<file path="src/hdl/brm_pkg.sv">
`timescale 1ns / 1ps
// Shared types and constants for the block RMS meter.
// No dependencies; every other file in hdl imports this package.
package brm_pkg;

  localparam int SAMPLE_W      = 24;            // input sample width, Q1.23
  localparam int SAMPLE_BITS   = 24;            // significant top bits of a sample
  localparam int LEVEL_W       = 24;            // RMS level width, unsigned Q1.23
  localparam int MEAN_W        = 2 * LEVEL_W;   // mean of squares, Q2.46
  localparam int SQRT_STEPS    = MEAN_W / 2;    // one result bit per step
  localparam int MAX_BLOCK_DEF = 4096;

  typedef enum logic [2:0] {
    ST_IDLE,
    ST_ACCUM,
    ST_DIV,
    ST_SQRT,
    ST_EMIT
  } brm_state_e;

  typedef enum logic {
    OP_ADD,
    OP_SUB
  } brm_op_e;

  // sequencer -> datapath
  typedef struct packed {
    logic take;       // ready for an input beat
    logic accum;      // add the latched square
    logic div;        // one restoring divide step
    logic sqrt;       // one square root step
    logic emit_load;  // move the level into the output register
    logic last_step;  // final iteration of divide or square root
  } brm_ctrl_t;

  // datapath -> sequencer
  typedef struct packed {
    logic in_valid;
    logic last;       // latched last_in_block of the current beat
    logic out_free;   // output register empty or draining this cycle
  } brm_stat_t;

endpackage

</file>
<file path="src/hdl/brm_alu.sv">
`timescale 1ns / 1ps
// Shared add / subtract-compare unit of the RMS meter.
// Depends on brm_pkg for the operation code.
module brm_alu #(
  parameter int W = 59
) (
  input  logic [W-1:0]     a_i,
  input  logic [W-1:0]     b_i,
  input  brm_pkg::brm_op_e op_i,
  output logic [W-1:0]     res_o,
  output logic             ge_o
);
  import brm_pkg::*;

  logic         sub;
  logic [W-1:0] b_x;
  logic [W:0]   full;

  assign sub   = (op_i == OP_SUB);
  assign b_x   = sub ? ~b_i : b_i;
  assign full  = {1'b0, a_i} + {1'b0, b_x} + {{W{1'b0}}, sub};
  assign res_o = full[W-1:0];
  // carry out of a - b means a >= b
  assign ge_o  = full[W];

endmodule

</file>
<file path="src/hdl/brm_seq.sv">
`timescale 1ns / 1ps
// Sequencer of the RMS meter: state machine and iteration counter.
// Depends on brm_pkg for the state enum and control structs.
module brm_seq #(
  parameter int SUM_W = 59
) (
  input  logic                clk_i,
  input  logic                rst_ni,
  input  brm_pkg::brm_stat_t  stat_i,
  output brm_pkg::brm_ctrl_t  ctrl_o
);
  import brm_pkg::*;

  localparam int STEP_W = $clog2(SUM_W);

  brm_state_e        state_q, state_d;
  logic [STEP_W-1:0] step_q, step_d;
  logic              last_step;

  assign last_step = (step_q == '0);

  always_comb begin
    state_d = state_q;
    step_d  = step_q;
    unique case (state_q)
      ST_IDLE: begin
        if (stat_i.in_valid) state_d = ST_ACCUM;
      end
      ST_ACCUM: begin
        step_d = STEP_W'(SUM_W - 1);
        state_d = stat_i.last ? ST_DIV : ST_IDLE;
      end
      ST_DIV: begin
        if (last_step) begin
          state_d = ST_SQRT;
          step_d  = STEP_W'(SQRT_STEPS - 1);
        end else begin
          step_d = step_q - 1'b1;
        end
      end
      ST_SQRT: begin
        if (last_step) state_d = ST_EMIT;
        else step_d = step_q - 1'b1;
      end
      ST_EMIT: begin
        if (stat_i.out_free) state_d = ST_IDLE;
      end
      default: state_d = ST_IDLE;
    endcase
  end

  always_comb begin
    ctrl_o           = '0;
    ctrl_o.last_step = last_step;
    unique case (state_q)
      ST_IDLE:  ctrl_o.take      = 1'b1;
      ST_ACCUM: ctrl_o.accum     = 1'b1;
      ST_DIV:   ctrl_o.div       = 1'b1;
      ST_SQRT:  ctrl_o.sqrt      = 1'b1;
      ST_EMIT:  ctrl_o.emit_load = stat_i.out_free;
      default:  ctrl_o.take      = 1'b0;
    endcase
  end

  always_ff @(posedge clk_i or negedge rst_ni) begin
    if (!rst_ni) begin
      state_q <= ST_IDLE;
      step_q  <= '0;
    end else begin
      state_q <= state_d;
      step_q  <= step_d;
    end
  end

endmodule

</file>
<file path="src/hdl/block_rms_meter_unit.sv">
`timescale 1ns / 1ps
// Block RMS meter: top level with the sample datapath and result register.
// Depends on brm_pkg, brm_alu and brm_seq.
//
// Each sample beat is accepted and squared in the idle state, and its square is
// then added into the exact accumulator through the shared adder. A beat flagged
// last_in_block is followed by a restoring divide (one quotient bit per cycle,
// 47 + clog2(MAX_BLOCK) quotient bits, 59 at the default) and a digit-by-digit
// square root of 24 result bits, both on the same shared add/compare unit, and
// then the level is loaded into the output register. The output register holds
// the level while new samples are accepted; the next block end waits there only
// if that result has not yet been taken. Samples beyond MAX_BLOCK in one block
// are dropped and flagged in block_overflow.
module block_rms_meter_unit #(
  parameter int MAX_BLOCK = brm_pkg::MAX_BLOCK_DEF
) (
  input  logic                          clk_i,
  input  logic                          rst_ni,
  input  logic                          in_valid_i,
  output logic                          in_ready_o,
  input  logic signed [brm_pkg::SAMPLE_W-1:0] sample_i,
  input  logic                          last_in_block_i,
  output logic                          out_valid_o,
  input  logic                          out_ready_i,
  output logic [brm_pkg::LEVEL_W-1:0]   rms_level_o,
  output logic                          block_overflow_o
);
  import brm_pkg::*;

  localparam int CNT_W = $clog2(MAX_BLOCK + 1);
  localparam int SUM_W = 2 * SAMPLE_W - 1 + $clog2(MAX_BLOCK);
  localparam logic [SAMPLE_W-1:0] KeepMask = {SAMPLE_W{1'b1}} << (SAMPLE_W - SAMPLE_BITS);
  localparam logic [CNT_W-1:0]    MaxCnt   = CNT_W'(MAX_BLOCK);

  brm_ctrl_t ctrl;
  brm_stat_t stat;

  logic [SAMPLE_W-1:0] kept, mag;
  logic [MEAN_W-1:0]   square;

  logic [MEAN_W-1:0]   sq_q, sq_d;
  logic                last_q, last_d;
  logic [SUM_W-1:0]    acc_q, acc_d;
  logic [CNT_W-1:0]    cnt_q, cnt_d;
  logic                ovf_q, ovf_d;
  logic [CNT_W:0]      div_rem_q, div_rem_d, div_trial;
  logic [MEAN_W-1:0]   v_q, v_d;
  logic [LEVEL_W+1:0]  sq_rem_q, sq_rem_d, sq_trial;
  logic [LEVEL_W-1:0]  root_q, root_d;
  logic                out_valid_q, out_valid_d;
  logic [LEVEL_W-1:0]  out_level_q, out_level_d;
  logic                out_ovf_q, out_ovf_d;

  logic [SUM_W-1:0]    alu_a, alu_b, alu_res;
  brm_op_e             alu_op;
  logic                alu_ge;

  // magnitude of the truncated sample; -1.0 maps to 2^23
  assign kept   = sample_i & KeepMask;
  assign mag    = kept[SAMPLE_W-1] ? (~kept + 1'b1) : kept;
  assign square = mag * mag;

  assign div_trial = {div_rem_q[CNT_W-1:0], acc_q[SUM_W-1]};
  assign sq_trial  = {sq_rem_q[LEVEL_W-1:0], v_q[MEAN_W-1 -: 2]};

  assign stat.in_valid = in_valid_i;
  assign stat.last     = last_q;
  assign stat.out_free = !out_valid_q || out_ready_i;

  brm_seq #(
    .SUM_W(SUM_W)
  ) u_seq (
    .clk_i  (clk_i),
    .rst_ni (rst_ni),
    .stat_i (stat),
    .ctrl_o (ctrl)
  );

  always_comb begin
    alu_a  = '0;
    alu_b  = '0;
    alu_op = OP_ADD;
    priority if (ctrl.accum) begin
      alu_a = acc_q;
      alu_b = SUM_W'(sq_q);
    end else if (ctrl.div) begin
      alu_a  = SUM_W'(div_trial);
      alu_b  = SUM_W'(cnt_q);
      alu_op = OP_SUB;
    end else if (ctrl.sqrt) begin
      alu_a  = SUM_W'(sq_trial);
      alu_b  = SUM_W'({root_q, 2'b01});
      alu_op = OP_SUB;
    end
  end

  brm_alu #(
    .W(SUM_W)
  ) u_alu (
    .a_i   (alu_a),
    .b_i   (alu_b),
    .op_i  (alu_op),
    .res_o (alu_res),
    .ge_o  (alu_ge)
  );

  always_comb begin
    sq_d        = sq_q;
    last_d      = last_q;
    acc_d       = acc_q;
    cnt_d       = cnt_q;
    ovf_d       = ovf_q;
    div_rem_d   = div_rem_q;
    v_d         = v_q;
    sq_rem_d    = sq_rem_q;
    root_d      = root_q;
    out_level_d = out_level_q;
    out_ovf_d   = out_ovf_q;
    out_valid_d = out_valid_q && !out_ready_i;

    if (ctrl.take && in_valid_i) begin
      sq_d   = square;
      last_d = last_in_block_i;
    end

    if (ctrl.accum) begin
      if (cnt_q < MaxCnt) begin
        acc_d = alu_res;
        cnt_d = cnt_q + 1'b1;
      end else begin
        ovf_d = 1'b1;
      end
      div_rem_d = '0;
    end

    if (ctrl.div) begin
      div_rem_d = alu_ge ? alu_res[CNT_W:0] : div_trial;
      acc_d     = {acc_q[SUM_W-2:0], alu_ge};
      if (ctrl.last_step) begin
        // quotient complete: seed the square root
        v_d      = (cnt_q == '0) ? '0 : MEAN_W'(acc_d);
        sq_rem_d = '0;
        root_d   = '0;
      end
    end

    if (ctrl.sqrt) begin
      sq_rem_d = alu_ge ? alu_res[LEVEL_W+1:0] : sq_trial;
      root_d   = {root_q[LEVEL_W-2:0], alu_ge};
      v_d      = v_q << 2;
    end

    if (ctrl.emit_load) begin
      out_level_d = root_q;
      out_ovf_d   = ovf_q;
      out_valid_d = 1'b1;
      acc_d       = '0;
      cnt_d       = '0;
      ovf_d       = 1'b0;
    end
  end

  always_ff @(posedge clk_i or negedge rst_ni) begin
    if (!rst_ni) begin
      acc_q       <= '0;
      cnt_q       <= '0;
      ovf_q       <= 1'b0;
      last_q      <= 1'b0;
      out_valid_q <= 1'b0;
    end else begin
      acc_q       <= acc_d;
      cnt_q       <= cnt_d;
      ovf_q       <= ovf_d;
      last_q      <= last_d;
      out_valid_q <= out_valid_d;
    end
  end

  always_ff @(posedge clk_i) begin
    sq_q        <= sq_d;
    div_rem_q   <= div_rem_d;
    v_q         <= v_d;
    sq_rem_q    <= sq_rem_d;
    root_q      <= root_d;
    out_level_q <= out_level_d;
    out_ovf_q   <= out_ovf_d;
  end

  assign in_ready_o       = ctrl.take;
  assign out_valid_o      = out_valid_q;
  assign rms_level_o      = out_level_q;
  assign block_overflow_o = out_ovf_q;

  a_cnt_bound: assert property (@(posedge clk_i) disable iff (!rst_ni)
    cnt_q <= MaxCnt)
    else $error("sample count ran past the block limit");

  a_ovf_full: assert property (@(posedge clk_i) disable iff (!rst_ni)
    ovf_q |-> (cnt_q == MaxCnt))
    else $error("overflow flagged before the block filled");

  a_level_range: assert property (@(posedge clk_i) disable iff (!rst_ni)
    out_valid_o |-> (rms_level_o <= LEVEL_W'(24'h800000)))
    else $error("level above full scale");

  a_end_busy: assert property (@(posedge clk_i) disable iff (!rst_ni)
    (in_valid_i && in_ready_o && last_in_block_i) |=> !in_ready_o)
    else $error("input taken while the block result is still in work");

endmodule
</file>
<file path="config.mk">
export PLATFORM = sky130hd
export DESIGN_NAME = block_rms_meter_unit
export DESIGN_NICKNAME = d
export VERILOG_FILES = /design/src/hdl/brm_pkg.sv /design/src/hdl/brm_alu.sv /design/src/hdl/brm_seq.sv /design/src/hdl/block_rms_meter_unit.sv
export SDC_FILE = /design/constraint.sdc
export NUM_CORES = 2
export LEC_CHECK = 0
export ABC_CLOCK_PERIOD_IN_PS = 13850
export BUFFER_PORTS_ARGS = -buffer_cell sky130_fd_sc_hd__buf_2
export CAP_MARGIN = 25
export CORE_MARGIN = 1
export CORE_UTILIZATION = 25
export DETAILED_ROUTE_END_ITERATION = 10
export PLACE_DENSITY = 0.42
export RECOVER_POWER = 100
export SLEW_MARGIN = 10
export SYNTH_ARGS = -nofsm -noshare
export SYNTH_HDL_FRONTEND = slang
export SYNTH_SLANG_ARGS = --single-unit
</file>
<file path="constraint.sdc">
create_clock -name clk_i -period 13.85 [get_ports clk_i]
set_input_delay 1.385 -clock clk_i [delete_from_list [all_inputs] [get_ports clk_i]]
set_output_delay 1.385 -clock clk_i [all_outputs]
set_load 0.1 [all_outputs]
</file>
==> results.md <==
| Stage | Result | This run |
| --- | --- | --- |
| synth | Register bit total from synthesis | 265 |
| global route | Met2 usage | 23.8% |
| setup path | Library cell contributing the largest single delay on the critical path | clkbuf_1 |
| routing | Detail Route Antenna Nets | 0 |
| global route | Total global routing overflow | 0 |
| cells and area | Post-synthesis to final-layout area growth | 10.6% |
| synth | Cell accounting for the most synthesized area | fa_1 |
| sta | Number of hold-slack violations in the final timing report | 0 |
| clock tree | Number of clock sinks | 265 |
| clock tree | H-tree lvl count | 2 |
| worst hold path | Hold Path Class | reg -> reg |
| synth | Number of warnings issued by yosys | 0 |
| sta | Count of endpoints failing setup in the final report | 0 |
| global route | Total track usage | 15.0% |
| floorplanning | Core area | 0.122 sq mm |
| cells and area | Fraction of layout cells with a size suffix above 1 | 5.10% |
| routing | DR vias/cell | 4.57 |
| floorplanning | Total Die Area | 0.125 sq mm |
| clock tree | CTS Hold Buffers Added | 0 |
| clock tree | Number of gates resized after CTS | 0 |
| place | Weighted congestion at the end of routability-driven global placement | 0.840 |
| synth | Leading register cell type out of synthesis | edfxtp_1 |
| clock tree | TritonCTS clock tree | yes |
| sta | Share of the clock period used by the worst path | 84.6% |
| global route | Number of global-route vias before repair | 24,000 |
| routing | Number of violations reported at the end of detailed-routing iteration 0 | 1,349 |
| global route | Fraction of met1 tracks used by global routing | 22.2% |
| clock tree | Clock latency reported for the late side of the worst-skew pair | 0.56 ns |
| sta | Setup Skew | 0.0293 ns |
| synth | Sequential-to-total area share from yosys stat | 24.2% |
| synth | Area of the mapped netlist | 0.0310 sq mm |
| setup path | CP Max Fanout | 15 |
| global route | Routing layer with the top usage in global route | met2 |
| global route | Pin count of the biggest net entering global routing | 57 |
| floorplanning | Die Ht | 354 microns |
| synth | Largest cells by area after synthesis | fa_1 (27%), edfxtp_1 (17%), ha_1 (8.9%) |
| clock tree | Clock-pin slew on the worst setup and hold paths | 0.06 ns |
| setup path | Longest individual stage delay on the worst path | 0.89 ns |
| routing | WL final | 94.1 mm |
| synth | Post-synth top area share | 27.4% |
| floorplanning | IO Count | 56 |
| outcome | Run status | finished, violations left |
| floorplanning | Die boundary width | 354 microns |
| sta | Slew at the pin closest to its max-slew limit | 3.59 ns |
| routing | Remaining routing DRC violations | 0 |
| synth | Library cells used by synthesis | 80 |
| global route | Met3 capacity usage during global routing | 1.36% |
| global route | Initial antenna violation count | 7 |
| clock tree | Number of buffers added by the clock tree synthesis step | 34 |
| sta | Final min period | 11.72 ns |
| routing | DR vias | 22,700 |
| floorplanning | Placement row count | 128 |
| outcome | Violated checks | max-capacitance violations, max-slew violations |
| place | I/O Buffers | 55 |
| global route | First-pass GRT wire length | 147 mm |
| clock tree | CTS max path bufs | 3 |
| setup path | Data required time of the critical path | 14.13 ns |
| setup path | Worst Path Arrival | 12.00 ns |
| clock tree | Clk root buf | clkbuf_16 |
| routing | Router iterations before antenna repair | 5 |
| sta | Setup repair after global routing missed its margin | false |
| sta | Achievable clock frequency | 0.0853 GHz |
| setup path | Most used cell along the critical path | fa_1 |
| setup path | Kind of start point of the critical path | input pin |
| synth | Count of mapped cells out of synthesis | 3,286 |
| synth | Post-Syn Area per Cell | 9.44 sq um |
| sta | Max transition margin | -139% |
| flow run | Max-capacitance violation count | 12 |
| setup path | Crit Path Class | in -> reg |
| cells and area | Total Nets Final | 3,980 |
| sta | Setup TNS Final | 0 ns |
| cells and area | Fillers | 13,300 |
| place | DPL Wire Length | 72.8 mm |
| synth | Post-synth EDFFs | 179 |
| synth | Fraction of registers with async set/reset | 31.7% |
| floorplanning | Starting density of the core | 25.3% |
| routing | Routed wire per std cell | 19.0 microns |
| sta | Final Max Tran Viols | 514 |
| setup path | Endpoint type of the worst setup path | register |
| clock tree | Post-CTS setup-driven buffer insertion count | 0 |
## area by class of cell
type / instances / area, sq um / share of cell area (%)
clock buffer: 45 / 932 / 2.72
inverter: 619 / 2320 / 6.77
tap: 1625 / 2030 / 5.92
clock inverter: 17 / 183 / 0.532
antenna: 5 / 12.5 / 0.0365
timing repair buffer: 106 / 551 / 1.60
sequential: 265 / 7520 / 21.9
multi-input combinational: 2280 / 20800 / 60.5
## worst paths after layout
path,cells after the start,startpoint,endpoint,slack [ns]
max in group asynchronous,2,rst_ni,acc_q[4],8.30
setup reg to reg,17,u_seq.state_q[0],div_rem_q[10],4.66
setup / recovery,30,sample_i[0],sq_q[46],2.13
hold / removal,0,root_q[11],rms_level_o[11],0.44
hold reg to reg,0,root_q[11],rms_level_o[11],0.44
min in group asynchronous,1,rst_ni,acc_q[31],1.35
## cells by family after synthesis
family / count (synthesis) / share of synthesized area [%]
compound gates: 648 / 13.8
xor+xnor: 130 / 3.78
fa+ha+maj: 645 / 36.3
buf+inv: 756 / 9.22
flops: 265 / 24.2
mux: 33 / 1.12
other cells: 2 / 0.0242
simple gates: 807 / 11.6
## through the flow
stage               instances  instance area [sq um]  hold WS [ns]  setup slack (ns)  utilization (%)
finish                   4962                  34300         0.445              2.13             28.0
global route             4960                  34300         0.457              1.56             28.0
CTS                      4957                  34500         0.440              2.55             28.2
detailed placement       4895                  33400         0.426              1.98             27.3
global placement         4894                  33300         0.423              2.11             27.2
floorplan                3301                  31100         0.418              3.50                -
## cell usage in the layout (no fill, tap or decap), types with 15 or more instances in the layout
cell type  count
a211oi_1      34
a21o_1        50
a21oi_1      174
a22o_1        61
a22oi_1       49
a31oi_1       16
and2_1        30
and3_1        38
buf_2         26
buf_4         32
clkbuf_1      55
clkbuf_16     34
conb_1        17
dfrtp_1       84
edfxtp_1     179
fa_1         424
ha_1         221
inv_1        613
mux2i_1       19
nand2_1      317
nand3_1       35
nand4_1       17
nor2_1       252
nor3_1        23
o211ai_1      16
o21a_1        37
o21ai_0      127
o31ai_1       15
or3_1         15
xnor2_1       79
xor2_1        44
## sequential cells by signal, summed over array words and instances (netlist names), 3 cells and up
register       flops
cnt_q             13
sq_q              47
root_q            24
div_rem_q         13
acc_q             59
rms_level_o       24
u_seq.step_q       6
u_seq.state_q      3
sq_rem_q          24
v_q               48
## critical path, delay by kind of cell
family	cells	cell delay, ns
adder cells (fa/ha/maj)	9	4.42
buffers and inverters	8	3.31
AO/OA/AOI/OAI	8	2.03
AND/OR/NAND/NOR	3	0.57
XOR/XNOR	2	0.26
## routing by layer
layer | share of wire (%) | wire length (microns) | vias to the layer above
met5 | 0 | 0 | -
met4 | 1.5 | 1370 | 0
met3 | 2.8 | 2630 | 81
met2 | 45 | 42500 | 310
met1 | 51 | 47600 | 11500
li1 | - | - | 10800
## cells in the mapped netlist, drive strengths merged (17+ instances only)
master / count
nor3: 24
nand4: 17
nand2: 318
and2: 32
dfrtp: 84
clkbuf: 117
a22o: 61
xor2: 47
mux2i: 19
nand3: 35
a21o: 50
a22oi: 49
and3: 38
nor2: 268
ha: 221
fa: 424
buf: 20
inv: 617
a211oi: 34
o21ai: 128
edfxtp: 179
a21oi: 174
xnor2: 83
o21a: 37
Power is not shown: default switching activity piles up to over one toggle a cycle in this logic, so the estimate is an artifact.
